$ cat config.mk
export PLATFORM = sky130hd
export DESIGN_NAME = clock_mult_shift_calc
export DESIGN_NICKNAME = d
export VERILOG_FILES = /design/src/rtl/ccms_pkg.sv /design/src/rtl/ccms_div.sv /design/src/rtl/ccms_seq.sv /design/src/rtl/clock_mult_shift_calc.sv
export SDC_FILE = /design/constraint.sdc
export NUM_CORES = 1
export LEC_CHECK = 0
export BUFFER_PORTS_ARGS = -buffer_cell sky130_fd_sc_hd__buf_4
export CAP_MARGIN = 0
export CORE_MARGIN = 4
export CORE_UTILIZATION = 30
export DETAILED_ROUTE_END_ITERATION = 6
export PLACE_DENSITY = 0.54
export SYNTH_ARGS = -nofsm -noshare
export SYNTH_HDL_FRONTEND = slang
export SYNTH_SLANG_ARGS = --single-unit
$ cat constraint.sdc
create_clock -name clk -period 5.65 [get_ports clk]
set_input_delay 1.13 -clock clk [delete_from_list [all_inputs] [get_ports clk]]
set_output_delay 1.13 -clock clk [all_outputs]
set_load 0.1 [all_outputs]
$ cat src/rtl/ccms_pkg.sv
package ccms_pkg;

  localparam int FREQ_W   = 40;
  localparam int SEC_W    = 12;
  localparam int MULT_W   = 32;
  localparam int SHIFT_W  = 6;

  // multiplier width allowed before the overflow bound trims it
  localparam int MULT_WIDTH = 32;

  localparam int PROD_W   = FREQ_W + SEC_W;
  localparam int SPAN_W   = PROD_W - MULT_WIDTH;
  localparam int DIVD_W   = 64;
  localparam int NS_W     = 62;
  localparam int DCNT_W   = 6;

  localparam logic [SHIFT_W-1:0] MAX_SHIFT = SHIFT_W'(32);
  localparam logic [SEC_W-1:0]   RESET_MAX_SECONDS = SEC_W'(600);
  localparam logic [NS_W-1:0]    NS_PER_SEC = NS_W'(1000000000);
  localparam logic [NS_W-1:0]    NS_TOP = NS_PER_SEC << MAX_SHIFT;

  typedef struct packed {
    logic [MULT_W-1:0]  mult;
    logic [SHIFT_W-1:0] shift;
    logic               valid_res;
  } res_t;

  typedef enum logic [2:0] {
    S_IDLE,
    S_MUL,
    S_WIDTH,
    S_DSTART,
    S_DWAIT,
    S_DONE
  } seq_state_t;

  typedef enum logic [1:0] {
    D_IDLE,
    D_RUN,
    D_DONE
  } div_state_t;

endpackage

$ cat src/rtl/ccms_div.sv
module ccms_div (
  input  logic                          clk,
  input  logic                          rst,
  input  logic                          start,
  input  logic [ccms_pkg::DIVD_W-1:0]   dividend,
  input  logic [ccms_pkg::FREQ_W-1:0]   divisor,
  output logic                          done,
  output logic [ccms_pkg::DIVD_W-1:0]   quotient
);
  import ccms_pkg::*;

  div_state_t              state;
  div_state_t              state_next;
  logic [DCNT_W-1:0]       cnt;
  logic [FREQ_W-1:0]       dvsr;
  logic [FREQ_W-1:0]       rem;
  logic [DIVD_W-1:0]       dq;
  logic [FREQ_W:0]         trial;
  logic                    qbit;

  // one restoring step: bring down the next dividend bit, subtract if it fits
  assign trial = {rem, dq[DIVD_W-1]};
  assign qbit  = (trial >= {1'b0, dvsr});

  always_comb begin
    state_next = state;
    case (state)
      D_IDLE:  if (start) state_next = D_RUN;
      D_RUN:   if (cnt == '1) state_next = D_DONE;
      D_DONE:  state_next = D_IDLE;
      default: state_next = D_IDLE;
    endcase
  end

  always_comb begin
    case (state)
      D_DONE:  done = 1'b1;
      default: done = 1'b0;
    endcase
  end

  always_ff @(posedge clk) begin
    if (rst) begin
      state <= D_IDLE;
    end else begin
      state <= state_next;
    end
  end

  always_ff @(posedge clk) begin
    if (state == D_IDLE && start) begin
      dvsr <= divisor;
      rem  <= '0;
      dq   <= dividend;
      cnt  <= '0;
    end else if (state == D_RUN) begin
      rem  <= qbit ? FREQ_W'(trial - {1'b0, dvsr}) : trial[FREQ_W-1:0];
      dq   <= {dq[DIVD_W-2:0], qbit};
      cnt  <= cnt + DCNT_W'(1);
    end
  end

  assign quotient = dq;

endmodule

$ cat src/rtl/ccms_seq.sv
module ccms_seq (
  input  logic                          clk,
  input  logic                          rst,
  input  logic                          start,
  input  logic [ccms_pkg::FREQ_W-1:0]   freq_in,
  input  logic [ccms_pkg::SEC_W-1:0]    max_seconds,
  output logic                          ready,
  output logic                          res_valid,
  input  logic                          res_ready,
  output ccms_pkg::res_t                res
);
  import ccms_pkg::*;

  seq_state_t           state;
  seq_state_t           state_next;
  logic [FREQ_W-1:0]    freq;
  logic [PROD_W-1:0]    prod;
  logic [PROD_W-1:0]    mcand;
  logic [SEC_W-1:0]     msec;
  logic [SPAN_W-1:0]    span;
  logic [SHIFT_W-1:0]   acc;
  logic [SHIFT_W-1:0]   s;
  logic [NS_W-1:0]      nsv;
  logic                 div_start;
  logic                 div_done;
  logic [DIVD_W-1:0]    q;
  logic [DIVD_W-1:0]    dividend;
  logic                 fit;

  assign dividend = DIVD_W'(nsv) + DIVD_W'(freq >> 1);
  assign fit      = ((q >> acc) == '0);

  ccms_div u_div (
    .clk      (clk),
    .rst      (rst),
    .start    (div_start),
    .dividend (dividend),
    .divisor  (freq),
    .done     (div_done),
    .quotient (q)
  );

  always_comb begin
    state_next = state;
    case (state)
      S_IDLE: begin
        if (start) state_next = (freq_in == '0) ? S_DONE : S_MUL;
      end
      S_MUL: begin
        if (msec == '0) state_next = S_WIDTH;
      end
      S_WIDTH: begin
        if (span == '0) state_next = S_DSTART;
      end
      S_DSTART: state_next = S_DWAIT;
      S_DWAIT: begin
        if (div_done) state_next = (fit || s == SHIFT_W'(1)) ? S_DONE : S_DSTART;
      end
      S_DONE: begin
        if (res_ready) state_next = S_IDLE;
      end
      default: state_next = S_IDLE;
    endcase
  end

  always_comb begin
    ready     = 1'b0;
    res_valid = 1'b0;
    div_start = 1'b0;
    case (state)
      S_IDLE:   ready     = 1'b1;
      S_DSTART: div_start = 1'b1;
      S_DONE:   res_valid = 1'b1;
      default: ;
    endcase
  end

  always_ff @(posedge clk) begin
    if (rst) begin
      state <= S_IDLE;
    end else begin
      state <= state_next;
    end
  end

  always_ff @(posedge clk) begin
    case (state)
      S_IDLE: begin
        if (start) begin
          freq  <= freq_in;
          mcand <= PROD_W'(freq_in);
          msec  <= max_seconds;
          prod  <= '0;
          s     <= MAX_SHIFT;
          nsv   <= NS_TOP;
          res   <= '0;
        end
      end
      S_MUL: begin
        // shift-add multiply of max_seconds by the frequency
        prod  <= prod + (msec[0] ? mcand : '0);
        mcand <= mcand << 1;
        msec  <= msec >> 1;
        if (msec == '0) begin
          span <= prod[PROD_W-1:MULT_WIDTH];
          acc  <= SHIFT_W'(MULT_WIDTH);
        end
      end
      S_WIDTH: begin
        // drop one bit of allowed width per significant bit of the span
        if (span != '0) begin
          span <= span >> 1;
          if (acc != '0) acc <= acc - SHIFT_W'(1);
        end
      end
      S_DWAIT: begin
        if (div_done) begin
          if (fit) begin
            res.mult      <= q[MULT_W-1:0];
            res.shift     <= s;
            res.valid_res <= 1'b1;
          end else if (s == SHIFT_W'(1)) begin
            res.mult      <= q[MULT_W-1:0];
            res.shift     <= '0;
            res.valid_res <= 1'b1;
          end else begin
            s   <= s - SHIFT_W'(1);
            nsv <= nsv >> 1;
          end
        end
      end
      default: ;
    endcase
  end

endmodule

$ cat src/rtl/clock_mult_shift_calc.sv
// Clock multiplier/shift calculator. Each request carries a counter frequency
// in Hz and returns (mult, shift) so that ns = (ticks * mult) >> shift, with
// mult narrow enough that ticks * mult stays within 64 bits for max_seconds of
// counting. One request is worked at a time; in_ready stays low until the
// sequencer is idle again. Cost is set by a 64-step restoring divider that is
// reused for every trial shift, 32 down to 1 trials, after a shift-add
// multiply of max_seconds by the frequency and a width search. A zero
// frequency is answered with valid_res low. The finished result sits in an
// output register, so a new request may start while it waits.
module clock_mult_shift_calc (
  input  logic                          clk,
  input  logic                          rst,
  input  logic                          in_valid,
  output logic                          in_ready,
  input  logic [ccms_pkg::FREQ_W-1:0]   frequency_hz,
  output logic                          out_valid,
  input  logic                          out_ready,
  output logic [ccms_pkg::MULT_W-1:0]   mult,
  output logic [ccms_pkg::SHIFT_W-1:0]  shift,
  output logic                          valid_res,
  input  logic                          cfg_wr_en,
  input  logic [ccms_pkg::SEC_W-1:0]    cfg_wr_data
);
  import ccms_pkg::*;

  logic [SEC_W-1:0] max_seconds;
  logic             seq_ready;
  logic             res_valid;
  logic             res_ready;
  res_t             res;

  always_ff @(posedge clk) begin
    if (rst) begin
      max_seconds <= RESET_MAX_SECONDS;
    end else if (cfg_wr_en) begin
      max_seconds <= cfg_wr_data;
    end
  end

  assign in_ready  = seq_ready;
  assign res_ready = !out_valid || out_ready;

  ccms_seq u_seq (
    .clk         (clk),
    .rst         (rst),
    .start       (in_valid && seq_ready),
    .freq_in     (frequency_hz),
    .max_seconds (max_seconds),
    .ready       (seq_ready),
    .res_valid   (res_valid),
    .res_ready   (res_ready),
    .res         (res)
  );

  always_ff @(posedge clk) begin
    if (rst) begin
      out_valid <= 1'b0;
    end else if (res_valid && res_ready) begin
      out_valid <= 1'b1;
    end else if (out_ready) begin
      out_valid <= 1'b0;
    end
  end

  always_ff @(posedge clk) begin
    if (res_valid && res_ready) begin
      mult      <= res.mult;
      shift     <= res.shift;
      valid_res <= res.valid_res;
    end
  end

endmodule

Word level (Yosys, flattened, before mapping)
Index checks and enable logic that the tools add are counted.

$add $sub $neg: 6. Order comparisons: 1. Equal/unequal tests: 21. Shift-type cells: 1. Mux-type cells: 49. Reductions and logical operators: 27.

Operators with widths (count): two-way mux 62 bit (4); case mux 52 bit (2 select lines) (2); two-way mux 39 bit (4); two-way mux 52 bit (3); two-way mux 64 bit (2); case mux 62 bit (2 select lines) (1); case mux 39 bit (2 select lines) (1); zero test 64 bit (1); >> shifter 64 x 6 -> 64 bit (1); adder 62 x 39 -> 63 bit (1); adder 52 bit (1); two-way mux 6 bit (7); >= comparator 41 x 40 -> 1 bit (1); zero test 40 bit (1); two-way mux 20 bit (2); two-way mux 40 bit (1); case mux 20 bit (2 select lines) (1); subtractor 40 bit (1); case mux 12 bit (2 select lines) (1); case mux 6 bit (2 select lines) (2); two-way mux 3 bit (7); zero test 20 bit (1); nonzero test 20 bit (1); case mux 3 bit (6 select lines) (1); other kinds (28) (57).

Register bits: 496. Input bits: 57. Output and inout port bits: 41. Word-level logic and storage cells: 127.

Logic depth before layout (Yosys ltp)
Word-level depth: 6. Mapped depth: 16. Gate-level depth less buffers: 14.

Modules after synthesis
From an unflattened synthesis, not the netlist that was laid out.

Cell total of the unflattened synthesis: 2926. Area, all modules: 29062.9 µm².

Modules (own cells, without submodules): ccms_seq (instances 1, cells an instance 1942, area an instance 19155.9 µm², seq. area each 8738.4 µm²); ccms_div (instances 1, cells an instance 900, area an instance 8240.4 µm², seq. area each 4083.9 µm²); clock_mult_shift_calc (instances 1, cells an instance 84, area an instance 1666.6 µm², seq. area each 1431.4 µm²).

Least setup slack after synthesis
OpenSTA, ideal clock, no wires.

Path kind: reg2reg. Start point: register u_seq.acc[0]. End point: register u_seq.nsv[0] (enable). Library setup time: 0.494 ns. Arrival time: 5.461 ns. Required time: 5.156 ns. Setup slack: -0.305 ns. Cell stages (with the launch flop): 14. Buffers on the path: 2. Period minus slack after synthesis: 5.955 ns. Cells stage by stage: edfxtp_1 -> buf_6 -> buf_8 -> mux2i_1 -> and2_1 -> mux4_1 -> and2_1 -> a32o_1 -> nand3_1 -> a211oi_1 -> o311ai_0 -> or4_4 -> a21oi_1 -> nor2_1.

Cells in the longest elaborated chain, start to end: 4.

Ends and longest elaborated chain: start, declared (line ccms_seq.sv:21) `logic [SHIFT_W-1:0] acc;`; start signal, assigned (line ccms_seq.sv:106) `acc <= SHIFT_W'(MULT_WIDTH);`; start signal, assigned (line ccms_seq.sv:113) `if (acc != '0) acc <= acc - SHIFT_W'(1);`; >> shifter 64 x 6 -> 64 bit (line ccms_seq.sv:31) `assign fit = ((q >> acc) == '0);`; zero test 64 bit (line ccms_seq.sv:31); != test 2 bit (no source line); AND reduction 5 bit (no source line); end signal, assigned (line ccms_seq.sv:128) `nsv <= nsv >> 1;`; end, declared (line ccms_seq.sv:23) `logic [NS_W-1:0] nsv;`.

Every way passes these cells. A chain may end at the register's enable or synchronous reset.

Worst setup path in the final report
Start point: register u_seq.acc[0]. End point: register u_seq.nsv[11] (enable).

The elaborated chain is that of the path after synthesis.

==> out/metrics.yaml <==
clock_network:
  htreeDepth: 2
  cts_buffers: 57
  post_cts_buffers: 0
  cts.sinks: 496
  root_buffer: "clkbuf_16"
  cts_tree: "yes"
  cts_buffer_depth: 3
  cts_resized: 0
  clk_pin_slew_worst_paths_ps: 60
  hold_buffers: 0
  clkLatencyLatePin_ps: 620
die:
  die_area_mm2: 0.0980
  ios: 98
  die_h_um: 313
  die_x_um: 313
  initial_core_util: 0.304
  coreArea_mm2: 0.0919
  rows: 111
placement:
  dp_hpwl_um: 50900
  gp_congestion: 0.845
  portBuffers: 97
  numPlacedInstances: 3963
setup_path:
  crit_required_ps: 5900
  cpPeakStageDelay_ps: 650
  startpoint: "u_seq.acc[0]"
  rrSetupSlack_ps: 790
  startpoint_type: "flip-flop"
  timing_worst_setup_path_type: "reg -> reg"
  cp-endpoint: "u_seq.nsv[11]"
  crit_arrival_ps: 5110
  rr_worst_depth: 12
  r2r-start: "u_seq.acc[0]"
  end_kind: "flip-flop"
  worst_path_max_delay_cell: "edfxtp_1"
  cp_common_cell: "buf_4"
  path_max_fanout: 68
  timing.rr.end: "u_seq.nsv[11]"
  cp_cell_sequence: "buf_4, a211oi_2, mux2i_1, mux4_2, or3_1, o31ai_2, o2111ai_1, a2111o_1, or4_4, a21oi_1, nor2_4, buf_4"
yosys:
  yosysTopAreaCell: "edfxtp_1"
  synth_top_cell_area_share: 0.465
  synth_fa_ha_area_frac: 0.0622
  netlist_area_mm2: 0.0279
  synthXorXnorAreaFrac: 0.0443
  synth_area_leaders: "edfxtp_1 46%, ha_1 6.0%, nand2_1 5.6%"
  synth_cell_types: 80
  synthSimpleGateAreaFrac: 0.178
  synth-edff-count: 432
  syn_inst: 2711
  async_flop_share: 0
  yosysWarningCount: 0
  synth_compound_area_frac: 0.140
  ys.flop_type: "edfxtp_1"
  avgSynthCellArea_um2: 10.3
  ys_seq_elements: 496
  yosysSeqAreaShare: 0.511
  synthMuxAreaShare: 0.0364
  synth_top_family_by_area: "simple AND/OR/NAND/NOR gates"
  syn_nets: 2905
job:
  drv_cap: 0
timing:
  fin_tns_setup_ps: 0
  post-route-min-period_ps: 4860
  rsz0062_at_grt: "false"
  max_freq_mhz: 206
  finalMaxSlewViolations: 0
  setup_viol: 0
  hold_viol_final: 0
  clock_skew_ps: 21.2
  tightestPinTransition_ps: 1060
  timing.final.crit_share: 0.861
  slew_headroom: 0.293
cells_and_area:
  n_antenna_cell: 0
  final_cells: 4069
  nets: 2973
  area.growth.synth_to_final_pct: 15.1
  fillerInstances: 9390
  drive_gt1_frac: 0.106
power_and_ir_drop:
  vdd_drop_max_uv: 249
  powerDensity_mw_per_mm2: 538
  power_w: 0.0173
  cellLeakagePower_nw: 12.9
routing:
  post_drt_wl_per_cell_um: 17.4
  drt-pass1-iter-count: 5
  via_per_inst: 5.00
  vias: 20300
  ant_nets: 0
  drc: 0
  wirelength_um: 70800
  drt_first_iter_violations: 1586
global_routing:
  grt_max_degree: 91
  antenna_found_initial: 1
  grt_pass1_wl_um: 112000
  grt_pass1_vias: 19700
  grt_use_total: 0.141
  overflow: 0
status:
  status: "finished, final reports clean"
min_path:
  hold_path_class: "reg -> reg"
==> kinds of logic (layout without fill, tap and decap cells) <==
group,Yosys count,in the layout
DFF,496,496
adders and majority gates,137,137
xor gates and xnor gates,141,141
buffers and inverters,206,321
AOI/OAI and AO/OA,602,602
muxes,89,89
and+or+nand+nor,1040,1040
==> Yosys cell counts, types with 40 or more instances <==
library cell	instances
a21oi_1	135
a21o_1	62
xnor2_1	80
edfxtp_1	432
ha_1	134
mux2i_1	64
inv_1	80
nand2b_1	40
dfxtp_1	64
and3_1	125
o21ai_0	174
nand3_1	54
nor2_1	172
and2_1	66
nand2_1	420
nor2b_1	41
clkbuf_1	104
xor2_1	61
==> critical path: cells and delay by family (launching register included) <==
family,cells,cell delay (ps)
buffers and inverters,2,730
multiplexers,2,680
AO/OA/AOI/OAI,5,1400
flip-flops,1,650
AND/OR/NAND/NOR,3,990
==> state kept, by name, summed over array words and instances (netlist names), 12 cells and up <==
signal,flops
u_seq.u_div.quotient,64
u_seq.nsv,62
u_seq.mcand,52
u_seq.prod,52
u_seq.freq,40
u_seq.u_div.dvsr,40
u_seq.u_div.rem,40
u_seq.res,39
mult,32
u_seq.span,20
max_seconds,12
u_seq.msec,12
==> area by class of cell <==
type | instances | area [µm²] | share of cell area
timing repair buffer | 132 | 1020 | 0.0316
clock inverter | 36 | 445 | 0.0139
clock buffer | 70 | 1620 | 0.0503
sequential | 496 | 14300 | 0.444
inverter | 83 | 312 | 0.00970
multi-input combinational | 2009 | 12900 | 0.402
tap | 1243 | 1560 | 0.0484
==> per-stage QoR <==
stage	worst slack, ps	util	area (µm²)	hold WS [ps]
after global placement	893	0.327	30100	405
after detailed placement	849	0.327	30100	405
final	786	0.349	32100	419
after floorplan	723	-	27900	400
after global routing	544	0.349	32100	427
after CTS	843	0.349	32100	418
==> layout by cell type, fill, tap and decap left out, types with 8 or more instances in the layout <==
| cell | instances |
|---|---|
| a211o_1 | 9 |
| a211oi_1 | 30 |
| a21o_1 | 62 |
| a21oi_1 | 135 |
| a221oi_1 | 9 |
| a31oi_1 | 17 |
| a32oi_1 | 18 |
| and2_1 | 65 |
| and3_1 | 124 |
| buf_4 | 130 |
| bufinv_16 | 9 |
| clkbuf_16 | 62 |
| clkinv_1 | 9 |
| clkinv_2 | 8 |
| dfxtp_1 | 63 |
| edfxtp_1 | 432 |
| ha_1 | 134 |
| inv_1 | 78 |
| mux2_2 | 17 |
| mux2i_1 | 64 |
| nand2_1 | 419 |
| nand2b_1 | 40 |
| nand3_1 | 54 |
| nand4_1 | 26 |
| nor2_1 | 168 |
| nor2b_1 | 40 |
| nor3_1 | 31 |
| nor4_1 | 22 |
| o211ai_1 | 19 |
| o21a_1 | 18 |
| o21ai_0 | 173 |
| o21bai_1 | 13 |
| o311ai_0 | 11 |
| o31ai_1 | 17 |
| xnor2_1 | 80 |
| xor2_1 | 61 |
==> where the power goes <==
| part | total, W | switching, W | internal (W) |
|---|---|---|---|
| registers | 0.00629 | 0.000726 | 0.00556 |
| logic | 0.00697 | 0.00429 | 0.00269 |
| clock network | 0.00402 | 0.00157 | 0.00245 |
==> routing by layer <==
layer / vias to the layer above / routed length (µm) / global-route usage
li1: 10100 / - / -
met1: 9778 / 34900 / 0.206
met2: 378 / 31700 / 0.222
met3: 84 / 2970 / 0.0179
met4: 0 / 1300 / 0.0316
met5: - / 0 / 0
==> worst min path at each step <==
stage | from | endpoint | slack, ps | cells past startpoint
floorplan | u_seq.res[7] | mult[0] | 400 | 0
global placement | u_seq.res[15] | mult[8] | 400 | 0
detailed placement | u_seq.res[25] | mult[18] | 400 | 0
CTS | u_seq.res[34] | mult[27] | 420 | 0
global route | u_seq.res[11] | mult[4] | 430 | 0
finish | u_seq.res[25] | mult[18] | 420 | 0
Note: power is estimated with default switching activity, not from simulation.
